[config.mk]
export PLATFORM = sky130hd
export DESIGN_NAME = one_wire_bus_master
export DESIGN_NICKNAME = d
export VERILOG_FILES = /design/src/hw/rtl/owbm_pkg.sv /design/src/hw/rtl/one_wire_bus_master.sv
export VERILOG_INCLUDE_DIRS = /design/src /design/src/hw/rtl
export SDC_FILE = /design/constraint.sdc
export NUM_CORES = 1
export LEC_CHECK = 0
export BUFFER_PORTS_ARGS = -buffer_cell sky130_fd_sc_hd__buf_2
export CORE_AREA = 3 3 161 163
export DETAILED_ROUTE_END_ITERATION = 8
export DIE_AREA = 0 0 164 166
export RECOVER_POWER = 25
export SKIP_CTS_REPAIR_TIMING = 1
export SYNTH_ARGS = -nofsm -noshare
export SYNTH_HDL_FRONTEND = slang
export SYNTH_SLANG_ARGS = --single-unit
export TNS_END_PERCENT = 20
[constraint.sdc]
create_clock -name clk -period 10.09 [get_ports clk]
set_input_delay 0 -clock clk [delete_from_list [all_inputs] [get_ports clk]]
set_output_delay 0 -clock clk [all_outputs]
set_load 0.02 [all_outputs]
[src/hw/rtl/one_wire_bus_master_assert.svh]
// ----------------------------------------------------------------------------
// one_wire_bus_master assertion macros
// shared property forms for the one-wire master checks
// ----------------------------------------------------------------------------
`ifndef ONE_WIRE_BUS_MASTER_ASSERT_SVH
`define ONE_WIRE_BUS_MASTER_ASSERT_SVH

// same-cycle implication
`define OWBM_ASSERT_IMP(label, ante, cons, msg) \
  label: assert property (@(posedge clk) disable iff (!rst_n) (ante) |-> (cons)) \
    else $error(msg);

// next-cycle implication
`define OWBM_ASSERT_NEXT(label, ante, cons, msg) \
  label: assert property (@(posedge clk) disable iff (!rst_n) (ante) |=> (cons)) \
    else $error(msg);

`endif

[src/hw/rtl/owbm_pkg.sv]
// ----------------------------------------------------------------------------
// owbm_pkg
// types and constants of the one-wire bus master
// ----------------------------------------------------------------------------
package owbm_pkg;

  localparam int unsigned TIME_W   = 10;
  localparam int unsigned NUM_REGS = 8;
  localparam int unsigned REG_IDX_W = $clog2(NUM_REGS);

  typedef enum logic [2:0] {
    K_TICK  = 3'd0,
    K_RESET = 3'd1,
    K_WBIT  = 3'd2,
    K_RBIT  = 3'd3,
    K_WBYTE = 3'd4,
    K_RBYTE = 3'd5
  } kind_t;

  typedef enum logic [3:0] {
    PH_IDLE     = 4'd0,
    PH_RST_LOW  = 4'd1,
    PH_RST_WAIT = 4'd2,
    PH_RST_TAIL = 4'd3,
    PH_SLOT_LOW = 4'd4,
    PH_W1_TAIL  = 4'd5,
    PH_W0_LOW   = 4'd6,
    PH_RD_WAIT  = 4'd7,
    PH_RD_TAIL  = 4'd8
  } phase_t;

  localparam logic [REG_IDX_W-1:0] REG_RESET_LOW     = 3'd0;
  localparam logic [REG_IDX_W-1:0] REG_PRESENCE_WAIT = 3'd1;
  localparam logic [REG_IDX_W-1:0] REG_RESET_TAIL    = 3'd2;
  localparam logic [REG_IDX_W-1:0] REG_SHORT_LOW     = 3'd3;
  localparam logic [REG_IDX_W-1:0] REG_WRITE_ONE_TAIL = 3'd4;
  localparam logic [REG_IDX_W-1:0] REG_WRITE_ZERO_LOW = 3'd5;
  localparam logic [REG_IDX_W-1:0] REG_READ_SAMPLE   = 3'd6;
  localparam logic [REG_IDX_W-1:0] REG_READ_TAIL     = 3'd7;

  typedef logic [TIME_W-1:0] time_us_t;

  localparam time_us_t REG_DEFAULTS [NUM_REGS] = '{
    10'd480, 10'd70, 10'd412, 10'd6, 10'd62, 10'd70, 10'd9, 10'd60
  };

  localparam logic [3:0] BITS_PER_BYTE = 4'd8;

  typedef struct packed {
    logic [2:0] kind;
    logic [7:0] data_in;
    logic       line_level;
  } owbm_in_t;

  typedef struct packed {
    logic       drive_low;
    logic       busy_res;
    logic       done_res;
    logic [7:0] data_out;
    logic       rejected;
  } owbm_out_t;

endpackage

[src/hw/rtl/one_wire_bus_master.sv]
// one-wire bus master: the result is registered in the cycle after the input
// transfer; throughput one item per cycle unless out_ready stalls the output; the
// state update is a single counter compare and phase step done within the accepting cycle
// rst_n (synchronous, active low) returns idle state, drops any waiting
// result and loads the timing registers with their defaults
// ----------------------------------------------------------------------------
// one_wire_bus_master
// open-drain 1-wire master with configurable reset, write and read slots
// ----------------------------------------------------------------------------
module one_wire_bus_master (
  input  logic                              clk,
  input  logic                              rst_n,
  input  logic                              in_valid,
  output logic                              in_ready,
  input  owbm_pkg::owbm_in_t                in_data,
  output logic                              out_valid,
  input  logic                              out_ready,
  output owbm_pkg::owbm_out_t               out_data,
  input  logic                              cfg_we,
  input  logic [owbm_pkg::REG_IDX_W-1:0]    cfg_addr,
  input  logic [owbm_pkg::TIME_W-1:0]       cfg_wdata
);
  import owbm_pkg::*;

  `include "one_wire_bus_master_assert.svh"

  time_us_t   cfg_regs_r [NUM_REGS];
  phase_t     phase_r, phase_nxt;
  time_us_t   us_counter_r, us_counter_nxt;
  logic [3:0] bits_left_r, bits_left_nxt;
  logic [7:0] shift_data_r, shift_data_nxt;
  logic [2:0] active_cmd_r, active_cmd_nxt;
  owbm_out_t  out_r, out_nxt;
  logic       out_valid_r;

  logic       in_fire;
  logic       is_write;
  logic       new_write;
  time_us_t   phase_len;
  time_us_t   cnt_inc;
  logic [7:0] shift_after;
  logic       done;
  logic       rej;
  logic [7:0] result;

  assign in_ready  = !out_valid_r || out_ready;
  assign in_fire   = in_valid && in_ready;
  assign out_valid = out_valid_r;
  assign out_data  = out_r;

  // timing registers
  always_ff @(posedge clk) begin
    if (!rst_n) begin
      cfg_regs_r <= REG_DEFAULTS;
    end else if (cfg_we) begin
      cfg_regs_r[cfg_addr] <= cfg_wdata;
    end
  end

  always_comb begin
    case (phase_r)
      PH_RST_LOW:  phase_len = cfg_regs_r[REG_RESET_LOW];
      PH_RST_WAIT: phase_len = cfg_regs_r[REG_PRESENCE_WAIT];
      PH_RST_TAIL: phase_len = cfg_regs_r[REG_RESET_TAIL];
      PH_SLOT_LOW: phase_len = cfg_regs_r[REG_SHORT_LOW];
      PH_W1_TAIL:  phase_len = cfg_regs_r[REG_WRITE_ONE_TAIL];
      PH_W0_LOW:   phase_len = cfg_regs_r[REG_WRITE_ZERO_LOW];
      PH_RD_WAIT:  phase_len = cfg_regs_r[REG_READ_SAMPLE];
      PH_RD_TAIL:  phase_len = cfg_regs_r[REG_READ_TAIL];
      default:     phase_len = '0;
    endcase
  end

  assign is_write    = (active_cmd_r == K_WBIT) || (active_cmd_r == K_WBYTE);
  assign cnt_inc     = us_counter_r + time_us_t'(1);
  assign shift_after = is_write ? {1'b0, shift_data_r[7:1]} : shift_data_r;
  assign new_write   = (in_data.kind == K_WBIT) || (in_data.kind == K_WBYTE);

  always_comb begin
    phase_nxt      = phase_r;
    us_counter_nxt = us_counter_r;
    bits_left_nxt  = bits_left_r;
    shift_data_nxt = shift_data_r;
    active_cmd_nxt = active_cmd_r;
    done           = 1'b0;
    rej            = 1'b0;
    result         = '0;
    case (in_data.kind)
      K_TICK: begin
        if (phase_r != PH_IDLE) begin
          if (cnt_inc < phase_len) begin
            us_counter_nxt = cnt_inc;
          end else begin
            us_counter_nxt = '0;
            case (phase_r)
              PH_RST_LOW: phase_nxt = PH_RST_WAIT;
              PH_RST_WAIT: begin
                shift_data_nxt = {7'd0, in_data.line_level};
                phase_nxt      = PH_RST_TAIL;
              end
              PH_RST_TAIL: begin
                phase_nxt = PH_IDLE;
                done      = 1'b1;
                result    = shift_data_r;
              end
              PH_SLOT_LOW: phase_nxt = is_write ? PH_W1_TAIL : PH_RD_WAIT;
              PH_RD_WAIT: begin
                if (active_cmd_r == K_RBYTE) begin
                  shift_data_nxt = {in_data.line_level, shift_data_r[7:1]};
                end else begin
                  shift_data_nxt = {7'd0, in_data.line_level};
                end
                phase_nxt = PH_RD_TAIL;
              end
              PH_W1_TAIL, PH_W0_LOW, PH_RD_TAIL: begin
                shift_data_nxt = shift_after;
                if (bits_left_r > 4'd1) begin
                  bits_left_nxt = bits_left_r - 4'd1;
                  phase_nxt     = (is_write && !shift_after[0]) ? PH_W0_LOW : PH_SLOT_LOW;
                end else begin
                  bits_left_nxt = '0;
                  phase_nxt     = PH_IDLE;
                  done          = 1'b1;
                  result        = is_write ? 8'd0 : shift_after;
                end
              end
              default: phase_nxt = PH_IDLE;
            endcase
          end
        end
      end
      K_RESET, K_WBIT, K_RBIT, K_WBYTE, K_RBYTE: begin
        if (phase_r != PH_IDLE) begin
          rej = 1'b1;
        end else begin
          active_cmd_nxt = in_data.kind;
          us_counter_nxt = '0;
          case (in_data.kind)
            K_RESET: begin
              bits_left_nxt  = '0;
              shift_data_nxt = '0;
            end
            K_WBIT: begin
              bits_left_nxt  = 4'd1;
              shift_data_nxt = {7'd0, in_data.data_in[0]};
            end
            K_WBYTE: begin
              bits_left_nxt  = BITS_PER_BYTE;
              shift_data_nxt = in_data.data_in;
            end
            K_RBIT: begin
              bits_left_nxt  = 4'd1;
              shift_data_nxt = '0;
            end
            default: begin
              bits_left_nxt  = BITS_PER_BYTE;
              shift_data_nxt = '0;
            end
          endcase
          if (in_data.kind == K_RESET) begin
            phase_nxt = PH_RST_LOW;
          end else if (new_write && !in_data.data_in[0]) begin
            phase_nxt = PH_W0_LOW;
          end else begin
            phase_nxt = PH_SLOT_LOW;
          end
        end
      end
      default: ;
    endcase

    out_nxt.drive_low = (phase_nxt == PH_RST_LOW) || (phase_nxt == PH_SLOT_LOW) ||
                        (phase_nxt == PH_W0_LOW);
    out_nxt.busy_res  = (phase_nxt != PH_IDLE);
    out_nxt.done_res  = done;
    out_nxt.data_out  = done ? result : 8'd0;
    out_nxt.rejected  = rej;
  end

  always_ff @(posedge clk) begin
    if (!rst_n) begin
      phase_r      <= PH_IDLE;
      us_counter_r <= '0;
      bits_left_r  <= '0;
      shift_data_r <= '0;
      active_cmd_r <= '0;
      out_valid_r  <= 1'b0;
    end else begin
      if (in_fire) begin
        phase_r      <= phase_nxt;
        us_counter_r <= us_counter_nxt;
        bits_left_r  <= bits_left_nxt;
        shift_data_r <= shift_data_nxt;
        active_cmd_r <= active_cmd_nxt;
        out_valid_r  <= 1'b1;
      end else if (out_ready) begin
        out_valid_r  <= 1'b0;
      end
    end
  end

  // result payload
  always_ff @(posedge clk) begin
    if (in_fire) begin
      out_r <= out_nxt;
    end
  end

  `OWBM_ASSERT_IMP(a_idle_clean, phase_r == PH_IDLE,
                   bits_left_r == '0 && us_counter_r == '0,
                   "idle state not clean")
  `OWBM_ASSERT_IMP(a_done_not_busy, out_valid_r && out_r.done_res,
                   !out_r.busy_res && !out_r.rejected,
                   "completion while busy or rejected")
  `OWBM_ASSERT_NEXT(a_cmd_starts,
                    in_fire && phase_r == PH_IDLE && in_data.kind != K_TICK &&
                    in_data.kind <= K_RBYTE,
                    phase_r != PH_IDLE && out_r.drive_low,
                    "accepted command did not start")
  `OWBM_ASSERT_NEXT(a_reject_holds,
                    in_fire && phase_r != PH_IDLE && in_data.kind != K_TICK &&
                    in_data.kind <= K_RBYTE,
                    $stable(phase_r) && $stable(shift_data_r) && out_r.rejected,
                    "rejected command changed state")

endmodule
; ---- After elaboration in Yosys (flattened, before gate mapping)
; Index checks and enable logic that the tools add are counted.
[totals]
wordCells = 122
inputBits = 30
reg_bits = 122
[classes]
n_reduce_logical = 25
mux = 44
n_bitwise = 4
n_eq_ne = 24
n_addsub = 2
magnitude_cmp = 4
[op_table]
columns = operator, count
row1 = bitwise mux 80 bit, 1
row2 = case mux 10 bit (8 select lines), 1
row3 = two-way mux 8 bit, 7
row4 = case mux 8 bit (2 select lines), 3
row5 = two-way mux 10 bit, 4
row6 = two-way mux 4 bit, 8
row7 = demux 10 bit (select 3 bit), 1
row8 = equality test 4 x 3 -> 1 bit (second input constant), 6
row9 = case mux 4 bit (2 select lines), 3
row10 = case mux 8 bit (3 select lines), 1
row11 = case mux 10 bit (2 select lines), 1
row12 = case mux 4 bit (5 select lines), 1
row13 = equality test 3 bit (second input constant), 4
row14 = AND reduction 6 bit, 2
row15 = adder 10 x 1 -> 10 bit (second input constant), 1
row16 = less-than comparator 10 bit, 1
row17 = equality test 3 x 2 -> 1 bit (second input constant), 3
row18 = equality test 4 x 1 -> 1 bit (second input constant), 2
row19 = equality test 4 x 2 -> 1 bit (second input constant), 2
row20 = inequality test 2 bit (second input constant), 4
row21 = nonzero test 4 bit, 2
row22 = two-way mux 1 bit, 7
row23 = two-way mux 2 bit, 3
row24 = two-way mux 3 bit, 2
row25 = other kinds (21), 33

; ---- Longest topological paths before layout
; Gate-level depths: netlist of the first run.
[logic_depth]
word_depth = 14
ltp_mapped = 19

; ---- Least setup slack after synthesis of the first run
; Ideal clock, no wire load.
[synth_timing]
path_type = register to register
from = reg phase_r[0]
to = reg out_r, in the netlist out_data[11] (data pin)
arrival_ns = 3.553
path_stages_with_launch = 17
period_less_slack_ns = 3.699
setup_slack_ns = 6.391
setup_time_ns = 0.146
cell_sequence = dfxtp_1 -> buf_2 -> buf_4 -> buf_2 -> nand2b_1 -> nor3_1 -> a22oi_1 -> nand3_1 -> a21oi_1 -> ha_1 -> nand2_1 -> o21ai_0 -> nor4b_2 -> a31oi_4 -> mux2_2 -> a311o_1 -> a21boi_1
[synth_rtl]
columns = element, line
row1 = start: declaration, one_wire_bus_master.sv:28  ; phase_t phase_r, phase_nxt;
row2 = start signal: assignment, one_wire_bus_master.sv:190  ; phase_r <= phase_nxt;
row3 = end signal: assignment, one_wire_bus_master.sv:205  ; out_r <= out_nxt;
row4 = end: declaration, one_wire_bus_master.sv:33  ; owbm_out_t out_r, out_nxt;

==> results.sh, run 1 <==
export IMPL_avgSynthCellArea_um2=7.87
export IMPL_hold_class="in -> reg"
export IMPL_ant_nets=0
export IMPL_synthTopCellsByCount="nand2_1, dfxtp_1, a21oi_1"
export IMPL_antenna_cells=0
export IMPL_die_area_um2=27200
export IMPL_peakVddDrop_v=0.000112
export IMPL_port_buffers=43
export IMPL_grt_pass1_vias=5204
export IMPL_setup_violations=0
export IMPL_synth_flop_cell="dfxtp_1"
export IMPL_post_route_util=0.300
export IMPL_rows=57
export IMPL_tightest_slew_ns=1.28
export IMPL_grt_pass1_wl_um=28100
export IMPL_io_pins=44
export IMPL_dr_total_vias=5671
export IMPL_root_buffer="clkbuf_16"
export IMPL_cp_required_ns=10.34
export IMPL_drc=0
export IMPL_cts_buffers_inserted=17
export IMPL_timing_final_ws_setup_ns=5.47
export IMPL_synthToLayoutAreaGrowth_pct=20.3
export IMPL_synth_edf_count=12
export IMPL_dpl_cell_area_um2=6580
export IMPL_multi_input_area_um2=3310
export IMPL_cts_sinks=122
export IMPL_path_class="reg -> reg"
export IMPL_finalSetupTns_ns=0
export IMPL_grt_total_usage=0.128
export IMPL_nNetsFinal=861
export IMPL_start_util=0.249
export IMPL_core_area_um2=24500
export IMPL_synthMostInstantiatedCell="nand2_1"
export IMPL_maxSlewHeadroom=0.143
export IMPL_grt_max_degree=83
export IMPL_synth_area_leaders="dfxtp_1, nand2_1, a21oi_1"
export IMPL_whs_ns=-0.0323
export IMPL_worstSetupStartpointType="register"
export IMPL_clock_path_buffers=2
export IMPL_firstDrtPassIters=5
export IMPL_place_ws_ns=5.49
export IMPL_cp_max_fo=19
export IMPL_crit_arrival_ns=4.87
export IMPL_power_leakage_uw=0.00275
export IMPL_clock_skew_ns=0.0108
export IMPL_nFillCells=2615
export IMPL_seq_area_frac_synth=0.420
export IMPL_clk_pin_slew_ns=0.05
export IMPL_antenna_found_initial=0
export IMPL_p_per_area_nw_per_um2=176
export IMPL_drive_above_1_share=0.103
export IMPL_final_max_slew_viol_count=0
export IMPL_final_area_um2=7340
export IMPL_fin_crit_ns=4.62
export IMPL_yosysWarnings=0
export IMPL_yosys_area_top_type_share=0.361
export IMPL_seq_area_um2=2560
export IMPL_die_w_um=164
export IMPL_synth_nets=817
export IMPL_yosys_area_top_type="dfxtp_1"
export IMPL_routed_wl_um=17600
export IMPL_fmax_mhz=217
export IMPL_detailed_place_hpwl_um=11900
export IMPL_rsz0062_at_grt="false"
export IMPL_place_gp_congestion=0.859
export IMPL_max_cap_viol_count=0
export IMPL_cp_end_kind="register"
export IMPL_syn_cell_area_um2=6100
export IMPL_viasPerCell=4.91
export IMPL_cts_tree="yes"
export IMPL_violations="negative hold slack"
export IMPL_hold_viol=1
export IMPL_h_tree_depth=4
export IMPL_wl_per_cell_um=15.2
export IMPL_die_h_um=166
export IMPL_syn_inst=775
export IMPL_drt_iter0_markers=569
export IMPL_overflow=0
export IMPL_period_share=0.458
export IMPL_ys_ff_latch=122
export IMPL_clock_latency_ns=0.41
export IMPL_async_flop_share=0
export IMPL_synth_cell_types=61
export IMPL_status="finished, violations left"
power breakdown:
group	total [µW]	leakage [µW]	switching, µW	internal [µW]
Sequential	517	0.00101	10.4	507
Combinational	174	0.00145	115	58.8
Clock	599	0.000290	230	370
Total	1290	0.00275	355	935
kinds of logic after synthesis:
kind of cell	Yosys count	share of synthesized area
muxes	21	0.0347
xor gates and xnor gates	12	0.0172
DFF	122	0.420
and+or+nand+nor	379	0.283
adders and majority gates	12	0.0246
AOI/OAI and AO/OA	177	0.183
buffers and inverters	52	0.0382
metal layers:
metal | GRT usage | vias up | share of wire
met5 | 0 | - | 0
li1 | - | 2798 | -
met4 | 0.0364 | 0 | 0.016
met2 | 0.200 | 182 | 0.45
met3 | 0.0254 | 24 | 0.062
met1 | 0.178 | 2667 | 0.47
worst max-delay path, stage by stage, from the launching register on:
cell and delay [ns]:
dfxtp_1 0.79, nor4b_2 1.13, a21oi_1 0.22, nand3_1 0.15, a21oi_1 0.07, ha_1 0.33
nand4_1 0.11, o221ai_1 0.18, a21oi_1 0.14, a31oi_4 0.47, mux2_2 0.43, a311o_1 0.27
a21boi_1 0.15
flip-flops by register name, summed over array words and instances, names as in the netlist:
register,cells
active_cmd_r,3
bits_left_r,4
cfg_regs_r,80
out_data,12
out_valid,1
phase_r,4
shift_data_r,8
us_counter_r,10
cell type report:
class | count | area share
clock inverter | 11 | 0.0145
sequential | 122 | 0.349
timing repair buffer | 69 | 0.0599
multi-input combinational | 601 | 0.451
clock buffer | 21 | 0.0657
inverter | 8 | 0.00409
tap | 324 | 0.0553
path summary, 6_finish.rpt:
kind	from	end	slack, ns	depth (start not counted)
max	phase_r[3]$_SDFFE_PN0P_	out_data[11]$_DFFE_PP_	5.47	12
min	in_data[2]	shift_data_r[1]$_SDFFE_PN0P_	-0.03	5
max reg2reg	phase_r[3]$_SDFFE_PN0P_	out_data[11]$_DFFE_PP_	5.47	12
min reg2reg	cfg_regs_r[17]$_SDFFE_PN0P_	cfg_regs_r[17]$_SDFFE_PN0P_	0.45	2
metrics by stage:
| stage | total power (µW) | hold WS (ns) | cells |
|---|---|---|---|
| 2_1_floorplan | 652 | 0.129 | 775 |
| 3_3_place_gp | 693 | 0.249 | 1105 |
| 3_5_place_dp | 695 | 0.256 | 1105 |
| 4_1_cts | 1300 | -0.178 | 1137 |
| 5_1_grt | 1350 | 0.0152 | 1156 |
| 6_report | 1290 | -0.0323 | 1156 |
cells in the final DEF (no fill, tap or decap), types with 6 or more instances in the layout:
cell type	netlist	final
a21oi_1	91	91
a22oi_1	23	23
and2_1	9	9
buf_2	3	28
buf_4	3	7
clkbuf_1	24	16
clkbuf_16	0	18
dfxtp_1	110	110
dlygate4sd3_1	0	19
edfxtp_1	12	12
ha_1	12	12
inv_1	6	6
mux2i_1	20	20
nand2_1	207	207
nand2b_1	8	8
nand3_1	49	49
nor2_1	48	48
nor2b_1	6	6
nor3_1	18	18
o211a_1	6	6
o21ai_0	22	22
xor2_1	7	7
(Power assumes the default switching activity.)
==> run 2, diff against run 1 <==
--- a/config.mk
+++ b/config.mk
@@ -6,10 +6,11 @@
 export SDC_FILE = /design/constraint.sdc
 export NUM_CORES = 1
 export LEC_CHECK = 0
+export ABC_AREA = 1
 export BUFFER_PORTS_ARGS = -buffer_cell sky130_fd_sc_hd__buf_2
-export CORE_AREA = 3 3 161 163
+export CORE_AREA = 3 3 159 161
 export DETAILED_ROUTE_END_ITERATION = 8
-export DIE_AREA = 0 0 164 166
+export DIE_AREA = 0 0 162 164
 export RECOVER_POWER = 25
 export SKIP_CTS_REPAIR_TIMING = 1
 export SYNTH_ARGS = -nofsm -noshare
==> constraint.sdc (replaced) <==
create_clock -name clk -period 3.8 [get_ports clk]
set_input_delay 0 -clock clk [delete_from_list [all_inputs] [get_ports clk]]
set_output_delay 0 -clock clk [all_outputs]
set_load 0.02 [all_outputs]
==> results.sh, run 2 <==
export IMPL_status="finished, violations left"
export IMPL_violations="negative hold slack"
export IMPL_min_delay_start="in_data[9]"
export IMPL_drc=0
export IMPL_io_pins=44
export IMPL_fmax_mhz=287
export IMPL_start_util=0.248
export IMPL_rows=57
export IMPL_ant_nets=0
export IMPL_p_sw_uw=974
export IMPL_final_max_slew_viol_count=0
export IMPL_die_w_um=162
export IMPL_cp_max_fo=16
export IMPL_internal_power_uw=2520
export IMPL_wl_per_cell_um=14.0
export IMPL_synth_edf_count=12
export IMPL_p_sw_frac=0.279
export IMPL_antenna_cells=0
export IMPL_nNetsFinal=937
export IMPL_yosysWarnings=0
export IMPL_drive_above_1_share=0.124
export IMPL_grt_total_usage=0.129
export IMPL_setup_violations=0
export IMPL_antenna_found_initial=0
export IMPL_synth_area_leaders="dfxtp_1, nand2_1, nor2_1"
export IMPL_r2r_start="phase_r[0]$_SDFFE_PN0P_"
export IMPL_ys_ff_latch=122
export IMPL_h_tree_depth=4
export IMPL_firstDrtPassIters=7
export IMPL_die_h_um=164
export IMPL_p_seq_frac=0.401
export IMPL_place_gp_congestion=0.832
export IMPL_clock_latency_ns=0.42
export IMPL_grt_pass1_vias=5163
export IMPL_viasPerCell=4.67
export IMPL_clk_pin_slew_ns=0.06
export IMPL_yosys_area_top_type="dfxtp_1"
export IMPL_clock_path_buffers=2
export IMPL_seq_area_frac_synth=0.428
export IMPL_largest_register_ffs=80
export IMPL_detailed_place_hpwl_um=12000
export IMPL_cp_required_ns=4.14
export IMPL_max_cap_viol_count=0
export IMPL_post_route_util=0.302
export IMPL_crit_path_start="phase_r[0]$_SDFFE_PN0P_"
export IMPL_drt_iter0_markers=488
export IMPL_stdcell_count=1232
export IMPL_overflow=0
export IMPL_routed_wl_um=17200
export IMPL_synthMostInstantiatedCell="nand2_1"
export IMPL_syn_inst=840
export IMPL_whs_ns=-0.0513
export IMPL_yosys_area_top_type_share=0.368
export IMPL_clock_skew_ns=0.00606
export IMPL_synth_cell_types=41
export IMPL_synthToLayoutAreaGrowth_pct=21.6
export IMPL_cts_buffers_inserted=17
export IMPL_largest_register="cfg_regs_r"
export IMPL_syn_cell_area_um2=5990
export IMPL_cts_sinks=122
export IMPL_p_comb_frac=0.144
export IMPL_cts_tree="yes"
export IMPL_finalSetupTns_ns=0
export IMPL_cp_end_kind="register"
export IMPL_maxSlewHeadroom=0.303
export IMPL_nFillCells=2655
export IMPL_synth_nets=882
export IMPL_crit_arrival_ns=3.83
export IMPL_power_leakage_uw=0.00318
export IMPL_async_flop_share=0
export IMPL_tightest_slew_ns=1.05
export IMPL_hold_class="in -> reg"
export IMPL_grt_pass1_wl_um=27400
export IMPL_grt_max_degree=62
export IMPL_avgSynthCellArea_um2=7.13
export IMPL_hold_viol=3
export IMPL_path_class="reg -> reg"
export IMPL_fin_crit_ns=3.49
export IMPL_peakVddDrop_v=0.000290
export IMPL_period_share=0.918
export IMPL_mostFrequentLayoutCells="nand2_1, nor2_1, dfxtp_1"
export IMPL_pwr_share_clk=0.455
export IMPL_synthTopCellsByCount="nand2_1, nor2_1, dfxtp_1"
export IMPL_die_area_um2=26600
export IMPL_dr_total_vias=5754
export IMPL_final_common_cell="nand2_1"
export IMPL_rsz0062_at_grt="false"
export IMPL_root_buffer="clkbuf_16"
export IMPL_port_buffers=43
export IMPL_synth_flop_cell="dfxtp_1"
export IMPL_p_per_area_nw_per_um2=479
export IMPL_core_area_um2=24100
export IMPL_dp_cells=1188
export IMPL_worstSetupStartpointType="register"
[run 2: cell types whose count changed after synthesis, sizes merged, moves of 16 or more]
cell,before,now
buf,20,4
a22oi,23,0
nand2,207,185
a21oi,91,44
inv,7,61
nor2,49,156
mux2i,20,0
o21ai,24,82
[run 2: area by class of cell]
cell class,instances,area (µm²),share of cell area
clock inverter,10,86.3,0.0119
tap,324,405,0.0557
clock buffer,22,497,0.0682
sequential,122,2560,0.352
timing repair buffer,71,438,0.0601
inverter,73,277,0.0380
multi-input combinational,610,3020,0.414
[run 2: power groups by stage]
stage,Sequential (µW),Combinational (µW),Clock (µW)
5_1_grt,1400,565,1680
2_1_floorplan,1430,329,0
4_1_cts,1400,495,1610
3_3_place_gp,1420,490,0
6_report,1400,503,1590
3_5_place_dp,1420,490,0
[run 2: logic make-up after synthesis]
family,after synthesis,synth area share
flops,122,0.428
xor+xnor,9,0.0132
buf+inv,108,0.0704
compound gates,157,0.149
simple gates,432,0.314
fa+ha+maj,12,0.0251
[run 2: final timing paths]
path | to | slack (ns) | cells after the start
max | shift_data_r[5]$_SDFFE_PN0P_ | 0.31 | 22
min | active_cmd_r[0]$_SDFFE_PN0P_ | -0.05 | 3
max reg2reg | shift_data_r[5]$_SDFFE_PN0P_ | 0.31 | 22
min reg2reg | cfg_regs_r[34]$_SDFFE_PN1P_ | 0.46 | 2
[run 2: routing by layer]
metal	vias to the layer above	track usage	share of wire
met1	2693	0.176	0.47
met5	-	0	0
li1	2874	-	-
met4	0	0.0318	0.017
met3	27	0.0303	0.055
met2	160	0.207	0.46
[run 2: critical path: stages, from the launching register on]
cell and delay, ns:
dfxtp_1 0.37, inv_2 0.14, nor2_2 0.08, nand2_1 0.07, clkinv_1 0.20, buf_4 0.24
a22o_1 0.22, a21oi_1 0.16, nand4_1 0.12, a221oi_2 0.23, ha_1 0.29, nand2_1 0.08
inv_1 0.04, nand3_1 0.11, inv_1 0.05, a21oi_1 0.14, buf_4 0.16, nand2_4 0.08
inv_4 0.08, nand2_4 0.05, nand3_4 0.18, o21ai_0 0.14, a21oi_1 0.18
[run 2: per-stage QoR]
stage	total power (µW)	setup slack, ns	cell area [µm²]	hold WS (ns)
3_5_place_dp	1920	0.179	6600	0.352
2_1_floorplan	1760	0.781	5990	0.164
6_report	3490	0.313	7280	-0.0513
4_1_cts	3500	0.120	7180	-0.0760
5_1_grt	3650	0.00299	7280	0.00988
3_3_place_gp	1910	0.195	6600	0.352
==> run 3, diff against run 2 <==
==> constraint.sdc (replaced) <==
create_clock -name clk -period 3.8 [get_ports clk]
set_input_delay 0 -clock clk [delete_from_list [all_inputs] [get_ports clk]]
set_output_delay 0 -clock clk [all_outputs]
set_load 0.05 [all_outputs]
==> results.sh, run 3 (synthesis results as in run 2) <==
export IMPL_slowest_delay_ns=0.37
export IMPL_max_cap_viol_count=0
export IMPL_rsz0062_at_grt="false"
export IMPL_ant_nets=0
export IMPL_r2r_cells=22
export IMPL_final_common_cell="nand2_1"
export IMPL_violations="negative hold slack"
export IMPL_die_h_um=164
export IMPL_grt_pass1_wl_um=27400
export IMPL_cts_tree="yes"
export IMPL_path_common_cell="a21oi_1"
export IMPL_cp_end_kind="register"
export IMPL_clk_pin_slew_ns=0.06
export IMPL_drt_iter0_markers=492
export IMPL_worstSetupStartpointType="register"
export IMPL_whs_path_depth=3
export IMPL_place_gp_congestion=0.832
export IMPL_cts_buffers_inserted=17
export IMPL_post_route_util=0.302
export IMPL_clock_latency_ns=0.42
export IMPL_antenna_cells=0
export IMPL_path_class="reg -> reg"
export IMPL_drive_above_1_share=0.126
export IMPL_holdPathEnd="active_cmd_r[0]$_SDFFE_PN0P_"
export IMPL_worst_r2r_setup_slack_ns=0.31
export IMPL_mostFrequentLayoutCells="nand2_1, nor2_1, dfxtp_1"
export IMPL_routed_wl_um=17200
export IMPL_antenna_found_initial=0
export IMPL_core_area_um2=24100
export IMPL_die_w_um=162
export IMPL_root_buffer="clkbuf_16"
export IMPL_cts_sinks=122
export IMPL_nFillCells=2655
export IMPL_firstDrtPassIters=7
export IMPL_crit_chain="inv_2 > nor2_2 > nand2_1 > clkinv_1 > buf_4 > a22o_1 > a21oi_1 > nand4_1 > a221oi_2 > ha_1 > nand2_1 > inv_1 > nand3_1 > inv_1 > a21oi_1 > buf_4 > nand2_4 > inv_4 > nand2_4 > nand3_4 > o21ai_0 > a21oi_1"
export IMPL_hold_viol=3
export IMPL_cp_max_fo=16
export IMPL_cp_slowest_cell="dfxtp_1"
export IMPL_io_pins=44
export IMPL_tightest_slew_ns=1.05
export IMPL_grt_total_usage=0.129
export IMPL_dpl_cell_area_um2=6600
export IMPL_peakVddDrop_v=0.000290
export IMPL_final_max_slew_viol_count=0
export IMPL_h_tree_depth=4
export IMPL_setup_violations=0
export IMPL_start_util=0.248
export IMPL_grt_max_degree=62
export IMPL_largest_register_ffs=80
export IMPL_fin_crit_ns=3.49
export IMPL_largest_register="cfg_regs_r"
export IMPL_clock_skew_ns=0.00634
export IMPL_nNetsFinal=937
export IMPL_fmax_mhz=287
export IMPL_crit_arrival_ns=3.83
export IMPL_die_area_um2=26600
export IMPL_drc=0
export IMPL_whs_ns=-0.0506
export IMPL_grt_pass1_vias=5163
export IMPL_final_area_um2=7280
export IMPL_r2r_start="phase_r[0]$_SDFFE_PN0P_"
export IMPL_detailed_place_hpwl_um=12000
export IMPL_period_share=0.918
export IMPL_finalSetupTns_ns=0
export IMPL_min_delay_start="in_data[9]"
export IMPL_clock_path_buffers=2
export IMPL_rows=57
export IMPL_synthToLayoutAreaGrowth_pct=21.6
export IMPL_p_per_area_nw_per_um2=483
export IMPL_port_buffers=43
export IMPL_hold_class="in -> reg"
export IMPL_overflow=0
export IMPL_power_leakage_uw=0.00318
export IMPL_status="finished, violations left"
export IMPL_reg2reg_to="shift_data_r[5]$_SDFFE_PN0P_"
export IMPL_wl_per_cell_um=14.0
export IMPL_maxSlewHeadroom=0.299
export IMPL_cp_required_ns=4.14
export IMPL_dr_total_vias=5739
export IMPL_viasPerCell=4.66
-- run 3: changes by cell type in the layout (fill, tap and decap cells not counted) --
cell / before / now
buf_2: 28 / 30
buf_4: 12 / 11
clkbuf_1: 20 / 19
-- run 3: metrics by stage --
stage	total power, µW	cells	worst slack (ns)
floorplan	1780	840	0.781
global placement	1940	1188	0.195
CTS	3530	1220	0.120
global route	3670	1232	0.00299
detailed placement	1940	1188	0.179
finish	3510	1232	0.312
-- run 3: worst max path at each step --
stage,from,end,slack [ns],depth (start not counted)
final,phase_r[0]$_SDFFE_PN0P_,shift_data_r[5]$_SDFFE_PN0P_,0.31,22
after CTS,phase_r[1]$_SDFFE_PN0P_,shift_data_r[5]$_SDFFE_PN0P_,0.12,22
after floorplan,phase_r[2]$_SDFFE_PN0P_,out_data[11]$_DFFE_PP_,0.78,20
after global routing,phase_r[1]$_SDFFE_PN0P_,shift_data_r[5]$_SDFFE_PN0P_,0.003,21
after global placement,phase_r[1]$_SDFFE_PN0P_,out_data[11]$_DFFE_PP_,0.19,21
after detailed placement,phase_r[1]$_SDFFE_PN0P_,us_counter_r[0]$_SDFFE_PN0P_,0.18,20
-- run 3: where the power goes --
part | internal, µW | switching, µW
logic | 161 | 367
clock network | 991 | 597
registers | 1360 | 34.3
-- run 3: layout make-up --
cell class / instances / area [µm²] / share of cell area
Clock inverter: 10 / 86.3 / 0.0119
Clock buffer: 22 / 497 / 0.0682
Timing Repair Buffer: 71 / 437 / 0.0600
Inverter: 73 / 277 / 0.0380
Sequential cell: 122 / 2560 / 0.352
Tap cell: 324 / 405 / 0.0557
Multi-Input combinational cell: 610 / 3020 / 0.414
-- run 3: worst max-delay path, delay by kind of cell, from the launching register on --
| kind | cells | cell delay (ns) |
|---|---|---|
| AO/OA/AOI/OAI | 6 | 1.08 |
| buffers and inverters | 7 | 0.91 |
| AND/OR/NAND/NOR | 8 | 0.76 |
| flip-flops | 1 | 0.37 |
| adder cells (fa/ha/maj) | 1 | 0.29 |
-- run 3: layer usage --
metal,share of wire,vias up,GRT usage
met5,0,-,0
met3,0.060,24,0.0303
li1,-,2875,-
met4,0.015,0,0.0318
met2,0.46,167,0.207
met1,0.47,2673,0.176
